==> config.mk <==
export PLATFORM = sky130hd
export DESIGN_NAME = elgamal_decrypt_char_unit
export DESIGN_NICKNAME = d
export VERILOG_FILES = /design/src/rtl/elgd_pkg.sv /design/src/rtl/elgamal_decrypt_char_unit.sv /design/src/rtl/elgd_datapath.sv /design/src/rtl/elgd_ctrl.sv
export SDC_FILE = /design/constraint.sdc
export NUM_CORES = 1
export LEC_CHECK = 0
export BUFFER_PORTS_ARGS = -buffer_cell sky130_fd_sc_hd__clkbuf_2
export CAP_MARGIN = 30
export CORE_ASPECT_RATIO = 0.6
export CORE_MARGIN = 10
export CORE_UTILIZATION = 35
export DETAILED_ROUTE_END_ITERATION = 8
export GPL_TIMING_DRIVEN = 0
export PLACE_DENSITY = 0.59
export SLEW_MARGIN = 10
export SYNTH_ARGS = -nofsm -noshare
export SYNTH_HDL_FRONTEND = slang
export SYNTH_SLANG_ARGS = --single-unit
==> constraint.sdc <==
create_clock -name clk -period 12 [get_ports clk]
set_input_delay 0.6 -clock clk [delete_from_list [all_inputs] [get_ports clk]]
set_output_delay 0.6 -clock clk [all_outputs]
set_load 0.02 [all_outputs]
==> src/rtl/elgd_pkg.sv <==
package elgd_pkg;

    localparam int MOD_WIDTH_DEF = 16;
    localparam int BYTE_WIDTH    = 8;
    localparam int CFG_IDX_WIDTH = 1;

    // Configuration register indexes
    localparam logic [CFG_IDX_WIDTH-1:0] REG_PRIME_MODULUS    = 1'd0;
    localparam logic [CFG_IDX_WIDTH-1:0] REG_PRIVATE_EXPONENT = 1'd1;

    localparam int PRIME_RESET    = 3;
    localparam int EXPONENT_RESET = 1;

    typedef enum logic [3:0] {
        ST_IDLE,
        ST_CHK_P,
        ST_RED_A,
        ST_RED_B_INIT,
        ST_RED_B,
        ST_CHK_A,
        ST_EXP_TEST,
        ST_MUL_ACC,
        ST_SQ_INIT,
        ST_MUL_SQ,
        ST_MUL_FIN,
        ST_WAIT_OUT
    } state_t;

    typedef enum logic [4:0] {
        OP_NONE,
        OP_LOAD,
        OP_RED_INIT_A,
        OP_RED_INIT_B,
        OP_RED_STEP,
        OP_RED_STORE_A,
        OP_RED_STORE_B,
        OP_EXP_INIT_A,
        OP_EXP_INIT_S,
        OP_MUL_INIT_ACC,
        OP_MUL_INIT_SQ,
        OP_MUL_INIT_FIN,
        OP_MUL_STEP,
        OP_STORE_ACC,
        OP_STORE_SQ,
        OP_RESULT_ZERO,
        OP_RESULT_MUL
    } dp_op_t;

    typedef struct packed {
        logic p_small;
        logic a_zero;
        logic red_done;
        logic mul_done;
        logic e_zero;
        logic e_lsb;
    } dp_status_t;

endpackage

==> src/rtl/elgamal_decrypt_char_unit.sv <==
// ElGamal decryption, one ciphertext pair (cipher_a, cipher_b) per request: both parts are
// reduced mod p, the secret s = a^x mod p is inverted as s^(p-2) mod p, and the plaintext
// b * s^-1 mod p comes out as plain_residue with its low byte on plain_byte. A modulus below
// two, or a part a that is zero mod p, gives zero. Write prime_modulus and private_exponent
// only while the unit is idle. One request is processed at a time; the input parts are reduced
// by a restoring remainder, one step per bit, and all multiplications run through one
// shift-and-add modular multiplier that takes one step per bit of its multiplier operand and
// stops once that operand is spent. Each exponentiation costs one squaring per exponent bit
// plus one more multiplication for every set bit, with a bit test for each, so a request
// finishes sooner for short exponents and small operands. A new request is taken while the
// previous result is still waiting on out_stall.
module elgamal_decrypt_char_unit #(
    parameter int MOD_WIDTH = elgd_pkg::MOD_WIDTH_DEF
) (
    input  logic                               clk,
    input  logic                               rst_n,
    input  logic                               cfg_write,
    input  logic [elgd_pkg::CFG_IDX_WIDTH-1:0] cfg_index,
    input  logic [MOD_WIDTH-1:0]               cfg_data,
    input  logic                               in_valid,
    output logic                               in_stall,
    input  logic [MOD_WIDTH-1:0]               cipher_a,
    input  logic [MOD_WIDTH-1:0]               cipher_b,
    output logic                               out_valid,
    input  logic                               out_stall,
    output logic [MOD_WIDTH-1:0]               plain_residue,
    output logic [elgd_pkg::BYTE_WIDTH-1:0]    plain_byte
);

    elgd_pkg::dp_op_t     op;
    elgd_pkg::dp_status_t status;
    logic [MOD_WIDTH-1:0] result;

    elgd_ctrl u_ctrl (
        .clk       (clk),
        .rst_n     (rst_n),
        .in_valid  (in_valid),
        .in_stall  (in_stall),
        .out_valid (out_valid),
        .out_stall (out_stall),
        .status    (status),
        .op        (op)
    );

    elgd_datapath #(
        .MOD_WIDTH (MOD_WIDTH)
    ) u_datapath (
        .clk       (clk),
        .rst_n     (rst_n),
        .cfg_write (cfg_write),
        .cfg_index (cfg_index),
        .cfg_data  (cfg_data),
        .cipher_a  (cipher_a),
        .cipher_b  (cipher_b),
        .op        (op),
        .status    (status),
        .result    (result)
    );

    assign plain_residue = result;
    assign plain_byte    = result[elgd_pkg::BYTE_WIDTH-1:0];

endmodule

==> src/rtl/elgd_datapath.sv <==
module elgd_datapath #(
    parameter int MOD_WIDTH = elgd_pkg::MOD_WIDTH_DEF
) (
    input  logic                               clk,
    input  logic                               rst_n,
    input  logic                               cfg_write,
    input  logic [elgd_pkg::CFG_IDX_WIDTH-1:0] cfg_index,
    input  logic [MOD_WIDTH-1:0]               cfg_data,
    input  logic [MOD_WIDTH-1:0]               cipher_a,
    input  logic [MOD_WIDTH-1:0]               cipher_b,
    input  elgd_pkg::dp_op_t                   op,
    output elgd_pkg::dp_status_t               status,
    output logic [MOD_WIDTH-1:0]               result
);

    localparam int W     = MOD_WIDTH;
    localparam int CNT_W = $clog2(W + 1);

    logic [W-1:0]     p_reg;
    logic [W-1:0]     x_reg;
    logic [W-1:0]     a_reg;
    logic [W-1:0]     b_reg;
    logic [W-1:0]     dsh_reg;
    logic [W-1:0]     rem_reg;
    logic [CNT_W-1:0] cnt_reg;
    logic [W-1:0]     acc_reg;
    logic [W-1:0]     sq_reg;
    logic [W-1:0]     e_reg;
    logic [W-1:0]     macc_reg;
    logic [W-1:0]     mrun_reg;
    logic [W-1:0]     my_reg;
    logic [W-1:0]     res_reg;

    logic [W:0]       red_t;
    logic [W:0]       red_d;
    logic [W-1:0]     rem_step;
    logic [W-1:0]     macc_step;
    logic [W-1:0]     mrun_step;

    // Sum of two residues below p, folded back once.
    function automatic logic [W-1:0] add_mod(input logic [W-1:0] x, input logic [W-1:0] y,
                                             input logic [W-1:0] p);
        logic [W:0] s;
        logic [W:0] d;
        s = {1'b0, x} + {1'b0, y};
        d = s - {1'b0, p};
        add_mod = (s >= {1'b0, p}) ? d[W-1:0] : s[W-1:0];
    endfunction

    // One restoring remainder step: bring in the next dividend bit.
    assign red_t    = {rem_reg, dsh_reg[W-1]};
    assign red_d    = red_t - {1'b0, p_reg};
    assign rem_step = (red_t >= {1'b0, p_reg}) ? red_d[W-1:0] : red_t[W-1:0];

    assign macc_step = my_reg[0] ? add_mod(macc_reg, mrun_reg, p_reg) : macc_reg;
    assign mrun_step = add_mod(mrun_reg, mrun_reg, p_reg);

    always_ff @(posedge clk or negedge rst_n)
    begin
        if (!rst_n)
        begin
            p_reg <= W'(elgd_pkg::PRIME_RESET);
            x_reg <= W'(elgd_pkg::EXPONENT_RESET);
        end
        else if (cfg_write)
        begin
            if (cfg_index == elgd_pkg::REG_PRIME_MODULUS)
                p_reg <= cfg_data;
            else if (cfg_index == elgd_pkg::REG_PRIVATE_EXPONENT)
                x_reg <= cfg_data;
        end
    end

    always_ff @(posedge clk)
    begin
        unique case (op)
            elgd_pkg::OP_NONE:
            begin
            end
            elgd_pkg::OP_LOAD:
            begin
                a_reg <= cipher_a;
                b_reg <= cipher_b;
            end
            elgd_pkg::OP_RED_INIT_A:
            begin
                dsh_reg <= a_reg;
                rem_reg <= '0;
                cnt_reg <= CNT_W'(W);
            end
            elgd_pkg::OP_RED_INIT_B:
            begin
                dsh_reg <= b_reg;
                rem_reg <= '0;
                cnt_reg <= CNT_W'(W);
            end
            elgd_pkg::OP_RED_STEP:
            begin
                rem_reg <= rem_step;
                dsh_reg <= {dsh_reg[W-2:0], 1'b0};
                cnt_reg <= cnt_reg - CNT_W'(1);
            end
            elgd_pkg::OP_RED_STORE_A:
                a_reg <= rem_reg;
            elgd_pkg::OP_RED_STORE_B:
                b_reg <= rem_reg;
            elgd_pkg::OP_EXP_INIT_A:
            begin
                acc_reg <= W'(1);
                sq_reg  <= a_reg;
                e_reg   <= x_reg;
            end
            elgd_pkg::OP_EXP_INIT_S:
            begin
                // Fermat inverse: raise the secret to p-2.
                acc_reg <= W'(1);
                sq_reg  <= acc_reg;
                e_reg   <= p_reg - W'(2);
            end
            elgd_pkg::OP_MUL_INIT_ACC:
            begin
                macc_reg <= '0;
                mrun_reg <= acc_reg;
                my_reg   <= sq_reg;
            end
            elgd_pkg::OP_MUL_INIT_SQ:
            begin
                macc_reg <= '0;
                mrun_reg <= sq_reg;
                my_reg   <= sq_reg;
            end
            elgd_pkg::OP_MUL_INIT_FIN:
            begin
                macc_reg <= '0;
                mrun_reg <= b_reg;
                my_reg   <= acc_reg;
            end
            elgd_pkg::OP_MUL_STEP:
            begin
                macc_reg <= macc_step;
                mrun_reg <= mrun_step;
                my_reg   <= {1'b0, my_reg[W-1:1]};
            end
            elgd_pkg::OP_STORE_ACC:
                acc_reg <= macc_reg;
            elgd_pkg::OP_STORE_SQ:
            begin
                sq_reg <= macc_reg;
                e_reg  <= {1'b0, e_reg[W-1:1]};
            end
            elgd_pkg::OP_RESULT_ZERO:
                res_reg <= '0;
            elgd_pkg::OP_RESULT_MUL:
                res_reg <= macc_reg;
            default:
            begin
            end
        endcase
    end

    assign status.p_small  = (p_reg < W'(2));
    assign status.a_zero   = (a_reg == '0);
    assign status.red_done = (cnt_reg == '0);
    assign status.mul_done = (my_reg == '0);
    assign status.e_zero   = (e_reg == '0);
    assign status.e_lsb    = e_reg[0];

    assign result = res_reg;

    a_rem_below_p: assert property (@(posedge clk) disable iff (!rst_n)
        op == elgd_pkg::OP_RED_STEP |=> rem_reg < p_reg)
        else $error("remainder not reduced below the modulus");

    a_macc_below_p: assert property (@(posedge clk) disable iff (!rst_n)
        op == elgd_pkg::OP_MUL_STEP |=> macc_reg < p_reg && mrun_reg < p_reg)
        else $error("modular product left the residue range");

endmodule

==> src/rtl/elgd_ctrl.sv <==
module elgd_ctrl (
    input  logic                 clk,
    input  logic                 rst_n,
    input  logic                 in_valid,
    output logic                 in_stall,
    output logic                 out_valid,
    input  logic                 out_stall,
    input  elgd_pkg::dp_status_t status,
    output elgd_pkg::dp_op_t     op
);

    elgd_pkg::state_t state_reg, state_next;
    logic             phase_reg, phase_next;
    logic             zero_reg, zero_next;
    logic             out_valid_reg, out_valid_next;

    always_ff @(posedge clk or negedge rst_n)
    begin
        if (!rst_n)
        begin
            state_reg     <= elgd_pkg::ST_IDLE;
            phase_reg     <= 1'b0;
            zero_reg      <= 1'b0;
            out_valid_reg <= 1'b0;
        end
        else
        begin
            state_reg     <= state_next;
            phase_reg     <= phase_next;
            zero_reg      <= zero_next;
            out_valid_reg <= out_valid_next;
        end
    end

    always_comb
    begin
        state_next     = state_reg;
        phase_next     = phase_reg;
        zero_next      = zero_reg;
        out_valid_next = out_valid_reg && out_stall;
        op             = elgd_pkg::OP_NONE;

        unique case (state_reg)
            elgd_pkg::ST_IDLE:
            begin
                if (in_valid)
                begin
                    op         = elgd_pkg::OP_LOAD;
                    state_next = elgd_pkg::ST_CHK_P;
                end
            end
            elgd_pkg::ST_CHK_P:
            begin
                if (status.p_small)
                begin
                    zero_next  = 1'b1;
                    state_next = elgd_pkg::ST_WAIT_OUT;
                end
                else
                begin
                    op         = elgd_pkg::OP_RED_INIT_A;
                    state_next = elgd_pkg::ST_RED_A;
                end
            end
            elgd_pkg::ST_RED_A:
            begin
                if (status.red_done)
                begin
                    op         = elgd_pkg::OP_RED_STORE_A;
                    state_next = elgd_pkg::ST_RED_B_INIT;
                end
                else
                    op = elgd_pkg::OP_RED_STEP;
            end
            elgd_pkg::ST_RED_B_INIT:
            begin
                op         = elgd_pkg::OP_RED_INIT_B;
                state_next = elgd_pkg::ST_RED_B;
            end
            elgd_pkg::ST_RED_B:
            begin
                if (status.red_done)
                begin
                    op         = elgd_pkg::OP_RED_STORE_B;
                    state_next = elgd_pkg::ST_CHK_A;
                end
                else
                    op = elgd_pkg::OP_RED_STEP;
            end
            elgd_pkg::ST_CHK_A:
            begin
                if (status.a_zero)
                begin
                    zero_next  = 1'b1;
                    state_next = elgd_pkg::ST_WAIT_OUT;
                end
                else
                begin
                    op         = elgd_pkg::OP_EXP_INIT_A;
                    phase_next = 1'b0;
                    state_next = elgd_pkg::ST_EXP_TEST;
                end
            end
            elgd_pkg::ST_EXP_TEST:
            begin
                // The first exponentiation forms the secret, the second its inverse.
                priority if (status.e_zero && !phase_reg)
                begin
                    op         = elgd_pkg::OP_EXP_INIT_S;
                    phase_next = 1'b1;
                end
                else if (status.e_zero)
                begin
                    op         = elgd_pkg::OP_MUL_INIT_FIN;
                    state_next = elgd_pkg::ST_MUL_FIN;
                end
                else if (status.e_lsb)
                begin
                    op         = elgd_pkg::OP_MUL_INIT_ACC;
                    state_next = elgd_pkg::ST_MUL_ACC;
                end
                else
                begin
                    op         = elgd_pkg::OP_MUL_INIT_SQ;
                    state_next = elgd_pkg::ST_MUL_SQ;
                end
            end
            elgd_pkg::ST_MUL_ACC:
            begin
                if (status.mul_done)
                begin
                    op         = elgd_pkg::OP_STORE_ACC;
                    state_next = elgd_pkg::ST_SQ_INIT;
                end
                else
                    op = elgd_pkg::OP_MUL_STEP;
            end
            elgd_pkg::ST_SQ_INIT:
            begin
                op         = elgd_pkg::OP_MUL_INIT_SQ;
                state_next = elgd_pkg::ST_MUL_SQ;
            end
            elgd_pkg::ST_MUL_SQ:
            begin
                if (status.mul_done)
                begin
                    op         = elgd_pkg::OP_STORE_SQ;
                    state_next = elgd_pkg::ST_EXP_TEST;
                end
                else
                    op = elgd_pkg::OP_MUL_STEP;
            end
            elgd_pkg::ST_MUL_FIN:
            begin
                if (status.mul_done)
                begin
                    zero_next  = 1'b0;
                    state_next = elgd_pkg::ST_WAIT_OUT;
                end
                else
                    op = elgd_pkg::OP_MUL_STEP;
            end
            elgd_pkg::ST_WAIT_OUT:
            begin
                // The result register is loaded once the previous request has left it.
                if (!out_valid_reg || !out_stall)
                begin
                    op             = zero_reg ? elgd_pkg::OP_RESULT_ZERO
                                              : elgd_pkg::OP_RESULT_MUL;
                    out_valid_next = 1'b1;
                    state_next     = elgd_pkg::ST_IDLE;
                end
            end
            default:
                state_next = elgd_pkg::ST_IDLE;
        endcase
    end

    assign in_stall  = (state_reg != elgd_pkg::ST_IDLE);
    assign out_valid = out_valid_reg;

    a_accept_starts: assert property (@(posedge clk) disable iff (!rst_n)
        in_valid && !in_stall |=> state_reg == elgd_pkg::ST_CHK_P)
        else $error("accepted request did not start the sequence");

    a_wait_holds: assert property (@(posedge clk) disable iff (!rst_n)
        state_reg == elgd_pkg::ST_WAIT_OUT && out_valid_reg && out_stall
        |=> state_reg == elgd_pkg::ST_WAIT_OUT && out_valid_reg)
        else $error("result overwrote a request still waiting");

    a_deliver: assert property (@(posedge clk) disable iff (!rst_n)
        state_reg == elgd_pkg::ST_WAIT_OUT && !(out_valid_reg && out_stall)
        |=> state_reg == elgd_pkg::ST_IDLE && out_valid_reg)
        else $error("finished result was not presented");

endmodule
Word-level counts from Yosys, hierarchy flattened
Cells that the tools add are included.
{"block": "op_classes", "eq_ne": 40, "n_addsub": 7, "reduce_logical": 34, "n_mux": 52, "magnitude_cmp": 4, "bitwise": 1}
{"operator": "$pmux 16 s2", "count": 6}
{"operator": "$pmux 16 s3", "count": 4}
{"operator": "$mux 16", "count": 4}
{"operator": "$pmux 16 s4", "count": 1}
{"operator": "$pmux 5 s12", "count": 1}
{"operator": "$mux 4", "count": 13}
{"operator": "$ge 17x16->1", "count": 3}
{"operator": "$logic_not 16->1", "count": 3}
{"operator": "$pmux 4 s12", "count": 1}
{"operator": "$sub 16x16->16", "count": 3}
{"operator": "$eq 5x4->1 const B", "count": 8}
{"operator": "$add 16x16->17", "count": 2}
{"operator": "$eq 5x3->1 const B", "count": 4}
{"operator": "$mux 5", "count": 4}
{"operator": "$ne 2x2->1 const B", "count": 10}
{"operator": "$eq 4x3->1 const B", "count": 4}
{"operator": "$eq 4x4->1 const B", "count": 4}
{"operator": "$lt 16x2->1 const B", "count": 1}
{"operator": "$sub 16x2->16 const B", "count": 1}
{"operator": "$reduce_bool 2->1", "count": 7}
{"operator": "$reduce_bool 3->1", "count": 4}
{"operator": "$eq 5x2->1 const B", "count": 2}
{"operator": "$mux 1", "count": 10}
{"operator": "$pmux 5 s2", "count": 1}
{"operator": "23 further kinds", "count": 37}
{"block": "word_totals", "output_inout_bits": 26, "ff_bits": 220, "word_cells": 156}

Logic depth before layout (Yosys ltp)
Gate-level depths: netlist (run 1).
{"block": "logic_depth", "ltp_word": 8, "depth_mapped": 20, "mapped_depth_nobuf": 18}

Modules after synthesis
Synthesis (run 1) repeated with hierarchy kept, for this count alone.
{"block": "hier_totals", "cells_unflattened": 1312, "hier_area_um2": 13487.9}
{"mod": "elgd_datapath", "cells_each": 1201, "n_inst": 1, "area_each_um2": 12670.9}
{"mod": "elgd_ctrl", "cells_each": 103, "n_inst": 1, "area_each_um2": 757.0}
{"mod": "elgamal_decrypt_char_unit", "cells_each": 8, "n_inst": 1, "area_each_um2": 60.1}

Worst setup path after synthesis (run 1)
OpenSTA, ideal clock, no wires.
{"block": "synth_timing", "path_type": "reg-to-reg", "from": "register u_datapath.cnt_reg[0]", "to": "register u_datapath.cnt_reg[0], enable pin", "required_time_ns": 11.489, "path_slack_ns": 6.977, "setup_time_ns": 0.511, "t_arrival_ns": 4.512, "stages_incl_launch_ff": 13, "period_less_slack_ns": 5.023, "path_buffers": 2, "path_cell_list": "edfxtp_1 inv_1 ha_1 nor4b_1 mux2i_1 nor4_1 nor4_1 and3b_1 and4_4 buf_6 nor2_4 buf_4 nand2_1"}
{"block": "synth_between", "elab_chain_cells": 6}
{"element": "start: declaration", "line": "elgd_datapath.sv:25", "text": "logic [CNT_W-1:0] cnt_reg;"}
{"element": "start signal: assignment", "line": "elgd_datapath.sv:89", "text": "cnt_reg <= CNT_W'(W);"}
{"element": "start signal: assignment", "line": "elgd_datapath.sv:95", "text": "cnt_reg <= CNT_W'(W);"}
{"element": "start signal: assignment", "line": "elgd_datapath.sv:101", "text": "cnt_reg <= cnt_reg - CNT_W'(1);"}
{"element": "$logic_not 5->1 (*)", "line": "elgd_datapath.sv:163", "text": "assign status.red_done = (cnt_reg == '0);"}
{"element": "$mux 1 or $mux 2 (tied branches)", "line": "elgd_ctrl.sv:67, elgd_ctrl.sv:82"}
{"element": "$pmux 5 s12 (*)", "line": "elgd_ctrl.sv:43", "text": "unique case (state_reg)"}
{"element": "$eq 5x2->1", "line": "elgd_datapath.sv:76", "text": "unique case (op)"}
{"element": "$reduce_or 2->1 (no line)"}
{"element": "$reduce_bool 2->1 (no line) (*)"}
Mark *: on every way between the ends. The rest lies on a longest branch, timed or not.
A chain may end at the register's enable or synchronous reset.

Final worst setup path (run 1)
{"block": "layout_timing", "from": "register u_datapath.macc_reg[1]", "to": "register u_datapath.macc_reg[13] (data pin)"}
{"block": "layout_between", "elab_chain_cells": 5}
{"element": "start: declaration", "line": "elgd_datapath.sv:29", "text": "logic [W-1:0] macc_reg;"}
{"element": "start signal: assignment", "line": "elgd_datapath.sv:140", "text": "macc_reg <= macc_step;"}
{"element": "$add 16x16->17 (*)", "line": "elgd_datapath.sv:45", "text": "s = {1'b0, x} + {1'b0, y};"}
{"element": "$sub 16x16->16 or $ge 17x16->1 (tied branches)", "line": "elgd_datapath.sv:46, elgd_datapath.sv:47"}
{"element": "$mux 16 (*)", "line": "elgd_datapath.sv:47", "text": "add_mod = (s >= {1'b0, p}) ? d[W-1:0] : s[W-1:0];"}
{"element": "$mux 16 (*)", "line": "elgd_datapath.sv:55", "text": "assign macc_step = my_reg[0] ? add_mod(macc_reg, mrun_reg, p_reg) : macc_reg;"}
{"element": "$pmux 16 s2 (*)", "line": "elgd_datapath.sv:76"}
Mark *: on every way between the ends. The rest lies on a longest branch, timed or not. The select of a mux whose other input is x is not followed.

==> results of run 1 <==
==> cells in the mapped netlist, drive strengths merged, types with 3 or more instances <==
cell     count  area, um^2
a211o        6        52.6
a211oi      15         118
a21o        39         293
a21oi       41         205
a221o       19         190
a22o        26         228
a22oi       21         158
a31oi        6        37.5
and2        37         231
and3         4        25.0
buf         23         148
clkbuf      40         150
dfrtp       36         901
dfstp        3        78.8
edfxtp     181        5440
fa           4        80.1
ha          67         838
inv         42         158
mux2        47         529
mux2i       53         531
nand2      107         402
nand2b      11        68.8
nand3       32         160
nand4       15        93.8
nor2       107         412
nor2b       15        93.8
nor3        17        85.1
nor4        14        87.6
nor4b        3        26.3
o2111ai      4        35.0
o211ai       8        60.1
o21a        17         128
o21ai       52         260
o21bai       5        37.5
o221ai      13         114
o22ai        3        18.8
o311ai       3        26.3
o31ai        7        52.6
o41ai        3        26.3
or3          6        37.5
or4          6        45.0
xnor2       46         403
xor2        16         140
==> final timing paths <==
path	cells after the start	to
worst max-delay path	20	u_datapath.macc_reg[13]
worst min-delay path	3	u_datapath.p_reg[12]
worst max register to register	20	u_datapath.macc_reg[13]
worst min register to register	1	u_datapath.x_reg[5]
max in group asynchronous	3	u_datapath.p_reg[0]
min in group asynchronous	2	u_datapath.x_reg[9]
==> logic make-up (layout without fill, tap and decap cells) <==
family	after synthesis	count (layout)
and+or+nand+nor	382	382
AOI/OAI and AO/OA	308	308
DFF	220	220
buffers and inverters	105	230
muxes	100	100
adders and majority gates	71	71
xor gates and xnor gates	62	62
==> worst min-delay path: stages <==
cell and delay, ns:
clkbuf_2 0.09, nand2_1 0.04, o21ai_0 0.06
==> area by class of cell <==
type                       instances  area (um^2)  share of cell area
inverter                          42          158              0.0103
multi-input combinational        923         6600               0.431
timing repair buffer              87          480              0.0314
tap                              513          642              0.0419
clock buffer                      27          591              0.0386
buffer                            63          298              0.0195
sequential                       220         6410               0.419
clock inverter                    11          120             0.00785
==> routing by layer <==
| metal | global-route usage | vias up | part of all wire |
|---|---|---|---|
| met5 | 0 | - | 0 |
| met4 | 0.0354 | 0 | 0.017 |
| met3 | 0.0630 | 52 | 0.12 |
| met2 | 0.245 | 539 | 0.38 |
| met1 | 0.295 | 5391 | 0.49 |
| li1 | - | 4939 | - |
==> metrics by stage <==
step	cells	setup slack [ns]	hold WS, ns	area, um^2	utilization
after floorplan	1248	6.98	0.304	13500	-
after global placement	1840	4.64	0.493	14500	0.383
after detailed placement	1847	6.07	0.491	14600	0.385
after CTS	1886	5.99	0.259	15300	0.404
after global routing	1886	5.40	0.278	15300	0.404
final	1886	5.65	0.283	15300	0.404
==> repair_timing <==
action,CTS,global route
hold endpoints to repair,9,0
setup buffers,0,0
hold buffers,1,0
==> reports/results.txt, run 1 <==
most frequent cells in the layout = edfxtp_1, nor2_1, nand2_1, clkbuf_2, ha_1
DRC viols = 0
r2r startpoint = u_datapath.macc_reg[1]
CTS tree = built
vias = 10900
post-synthesis compound-gate area fraction = 0.166
crit path from = u_datapath.macc_reg[1]
global-route wire length before repair = 67000 um
layout cells sized above 1 = 0.145
EDFF count, synth = 181
Reg clk slew, reported paths = 0.07 ns
fin nets = 1485
Die Width = 273 um
#FFs+latches synth = 220
GRT overflow = 0
routed wire length = 45500 um
final worst path period share = 0.529
DP HPWL = 35800 um
HP Class = in -> reg
Port Buffer Count = 79
CP Capture Type = flip-flop
outcome = completed
area of the mapped netlist = 13500 um^2
diode count = 0
Worst R2R Setup Slack = 5.65 ns
total iterations of the first detailed-routing run = 5
syn_area_per_cell = 10.8 um^2
# H-tree levels = 1
Worst EP arrival = 6.71 ns
Adder-Cell Fraction of Synth Area = 0.0682
TritonCTS Buffers = 23
die footprint = 47000 um^2
Total Routing Usage GR = 0.190
Max FO, Critical Path = 10
Mapped Nets = 1373
RSZ-0062 raised after global routing = no
Worst Path Required = 12.36 ns
crit path buf inv count = 3
setup violators final = 0
Initial Util = 0.356
hold path startpoint = cfg_data[12]
Core Area = 37800 um^2
# IOs = 80
global placer's final weighted congestion = 0.961
Post-Synth XOR/XNOR Area = 0.0403
Placement Rows = 55
die height = 172 um
number of global-route vias before repair = 10200
Worst Skew = 0.0129 ns
mux share of post-synthesis cell area = 0.0787
initial DRC count = 1558
main combinational cell family by area after synthesis = compound AO/OA/AOI/OAI gates
DRT antenna net count = 0
CP max stage cell = o41ai_1
Synth warnings = 0
vias per cell = 5.79
Sink Count = 220
WS Path Type = reg -> reg
distinct cell type count after synthesis = 77
endpoints failing hold = 0
Max Buffers Root-to-Sink = 3
Slew Viols, Final = 0
root buffer cell = clkbuf_16
TNS Setup = 0 ns
fillers = 3653
most common cell after layout, fill and taps aside = edfxtp_1
Synth async-reset ratio = 0.177
Slew @ Worst Pin = 0.966 ns
post_cts resized = 0
CP Launch Type = flip-flop
Max Cap Viol = 0
Post-synth top flop = edfxtp_1
sequential area share after synthesis = 0.476
Final min period = 6.35 ns
routed wire length per instance = 24.1 um
Post-Syn Instances = 1248
Synth-to-Final Area Change = 13.7%
headroom to the max-slew limit = 0.354
Cell Chain, Critical Path = ha_1 > a211o_1 > o211ai_1 > a21oi_1 > o41ai_1 > o21ai_0 > o22ai_1 > xor2_1 > inv_1 > ha_1 > nand3_1 > nor3_1 > nand2_1 > nand3_1 > a41oi_1 > o221a_2 > buf_2 > buf_1 > o311ai_0 > a21oi_1
f_max = 157 MHz
largest net degree at the start of global routing = 33
Clock Latency Late Sink = 0.55 ns
Crit path max-delay family = compound AO/OA/AOI/OAI gates
simple-gate share of the synthesized area = 0.137
initial antenna violation count = 1
Max stage delay on crit path = 0.76 ns
Power of run 1 is not shown: default switching activity piles up to over one toggle a cycle in this logic, so the estimate is an artifact.
==> inputs of run 2 (changes only) <==
--- a/config.mk
+++ b/config.mk
@@ -12,7 +12,7 @@
 export CORE_UTILIZATION = 35
 export DETAILED_ROUTE_END_ITERATION = 8
 export GPL_TIMING_DRIVEN = 0
-export PLACE_DENSITY = 0.59
+export PLACE_DENSITY = 0.61
 export SLEW_MARGIN = 10
 export SYNTH_ARGS = -nofsm -noshare
 export SYNTH_HDL_FRONTEND = slang
==> constraint.sdc (replaced) <==
create_clock -name clk -period 5.4 [get_ports clk]
set_input_delay 0.27 -clock clk [delete_from_list [all_inputs] [get_ports clk]]
set_output_delay 0.27 -clock clk [all_outputs]
set_load 0.02 [all_outputs]
==> run 2 against run 1 <==
Compared with the run above:
- flip-flop and latch count stayed put
- sequential share of layout area shrank 0.90 points
- non-clock buffer count increased by 21
- critical path type unchanged
- highest routed layer unchanged
==> reports/results.txt, run 2 (synthesis gave the netlist of run 1 again) <==
outcome = completed
TritonCTS Buffers = 24 (+4.3%)
fillers = 3647 (-0.16%)
most frequent cells in the layout = edfxtp_1, nor2_1, nand2_1, clkbuf_2, ha_1
vias = 11000 (+1.2%)
path length in cells of the critical path = 19 (-5.0%)
CP Launch Type = flip-flop
hold path startpoint = cipher_b[12]
Clock Latency Late Sink = 0.55 ns (about the same)
# H-tree levels = 1 (unchanged)
total iterations of the first detailed-routing run = 6 (+1)
die height = 172 um (unchanged)
Synth-to-Final Area Change = 16.2%
pre-CTS setup slack = -0.760 ns (-6.83 ns)
Max Cap Viol = 0 (unchanged)
DRT antenna net count = 0 (unchanged)
Port Buffer Count = 79 (unchanged)
RSZ-0062 raised after global routing = no
setup violators final = 0 (unchanged)
initial antenna violation count = 1 (unchanged)
final instance area = 15600 um^2 (+2.2%)
DP HPWL = 35600 um (-0.44%)
headroom to the max-slew limit = 0.393 (+0.0390)
final worst path period share = 0.937 (+0.407)
Core Area = 37800 um^2 (unchanged)
Crit path max-delay family = compound AO/OA/AOI/OAI gates
Sink Count = 220 (unchanged)
Max Buffers Root-to-Sink = 3 (unchanged)
layout cells sized above 1 = 0.158 (+0.0129)
vias per cell = 5.77 (-0.33%)
f_max = 198 MHz (+26%)
Final min period = 5.06 ns (-1.30 ns)
DRC viols = 0 (unchanged)
Min Hold Slack = 0.0261 ns (-0.257 ns)
Finished Core Util = 0.413 (+0.00883)
Placement Rows = 55 (unchanged)
HP Class = in -> reg
global placer's final weighted congestion = 0.941 (-2.1%)
CP Capture Type = flip-flop
number of global-route vias before repair = 10600 (+3.6%)
routed wire length = 45300 um (-0.39%)
Reg clk slew, reported paths = 0.07 ns (about the same)
CP max stage cell = edfxtp_1
Worst Path Required = 5.67 ns (-6.69 ns)
die footprint = 47000 um^2 (unchanged)
Slew Viols, Final = 0 (unchanged)
largest net degree at the start of global routing = 33 (unchanged)
# IOs = 80 (unchanged)
Worst EP arrival = 5.33 ns (-1.38 ns)
crit path from = u_datapath.mrun_reg[1]
Die Width = 273 um (unchanged)
Initial Util = 0.356 (unchanged)
Worst Skew = 0.0284 ns (+0.0155 ns)
Slew @ Worst Pin = 0.898 ns (-0.0676 ns)
crit path buf inv count = 2 (-1)
hold depth = 2 (-1)
Max stage delay on crit path = 0.53 ns (-0.23 ns)
Cell Chain, Critical Path = ha_1 > a211o_1 > o211ai_1 > a21oi_1 > o41ai_4 > o21ai_1 > o22ai_1 > xor2_1 > inv_1 > ha_1 > nand3_1 > nor3_1 > nand2_1 > nand3_1 > a41oi_1 > o221a_2 > clkbuf_4 > mux2i_1 > nor2_1
fin nets = 1507 (+1.5%)
initial DRC count = 1373 (-12%)
setup ws final = 0.342 ns (-5.30 ns)
CTS tree = built
placed cell areas = 14600 um^2 (about the same)
root buffer cell = clkbuf_16
WS Path Type = reg -> reg
most common cell after layout, fill and taps aside = edfxtp_1
routed wire length per instance = 23.7 um (-1.8%)
global-route wire length before repair = 67400 um (+0.69%)
r2r startpoint = u_datapath.mrun_reg[1]
Max FO, Critical Path = 18 (+8)
Worst R2R Path Depth = 19 (-5.0%)
Total Routing Usage GR = 0.190 (about the same)
GRT overflow = 0 (unchanged)
endpoints failing hold = 0 (unchanged)
==> run 2: cell types whose count changed in the layout (fill, tap and decap cells not counted), sizes merged <==
cell / delta
buf: +4
dlygate4sd3: +16
clkinv: +4
clkbuf: +2
bufinv: -1
clkinvlp: +2
diode: +1
==> run 2: final timing paths <==
| check | to | slack, ns |
|---|---|---|
| worst min register to register | u_datapath.x_reg[15] | 0.51 |
| worst max-delay path | u_datapath.macc_reg[4] | 0.34 |
| min in group asynchronous | u_datapath.x_reg[11] | 0.15 |
| worst min-delay path | u_datapath.b_reg[12] | 0.03 |
| worst max register to register | u_datapath.macc_reg[4] | 0.34 |
| max in group asynchronous | u_datapath.x_reg[0] | 4.70 |
==> run 2: metal layers <==
layer	wire length, um	vias up	global-route usage
met5	0	-	0
met4	813	0	0.0378
met3	5470	53	0.0630
met2	17100	568	0.247
met1	21900	5413	0.293
li1	-	5013	-
==> run 2: cell type report <==
type / count / area, um^2 / share of cell area
inverter: 42 / 158 / 0.0101
clock inverter: 16 / 140 / 0.00896
clock buffer: 28 / 668 / 0.0427
sequential: 220 / 6410 / 0.410
tap: 513 / 642 / 0.0410
buffer: 62 / 297 / 0.0190
antenna: 1 / 2.50 / 0.000160
multi-input combinational: 923 / 6640 / 0.424
timing repair buffer: 109 / 681 / 0.0435
==> run 2: per-stage QoR <==
step	cells	TNS (ns)
after floorplan	1248	0
after global placement	1840	-273.17
after detailed placement	1848	-6.97
after CTS	1910	0
after global routing	1913	0
final	1914	0
==> run 2: what timing repair did <==
item                                    4_1_cts  5_1_grt
pin swaps                                     0        1
gates resized for setup                       4        5
hold buffers                                 17        0
endpoints found under the setup margin       15       15
endpoints found under the hold margin        63        0
setup buffers                                 1        3
Power of run 2 is left out for the same reason.
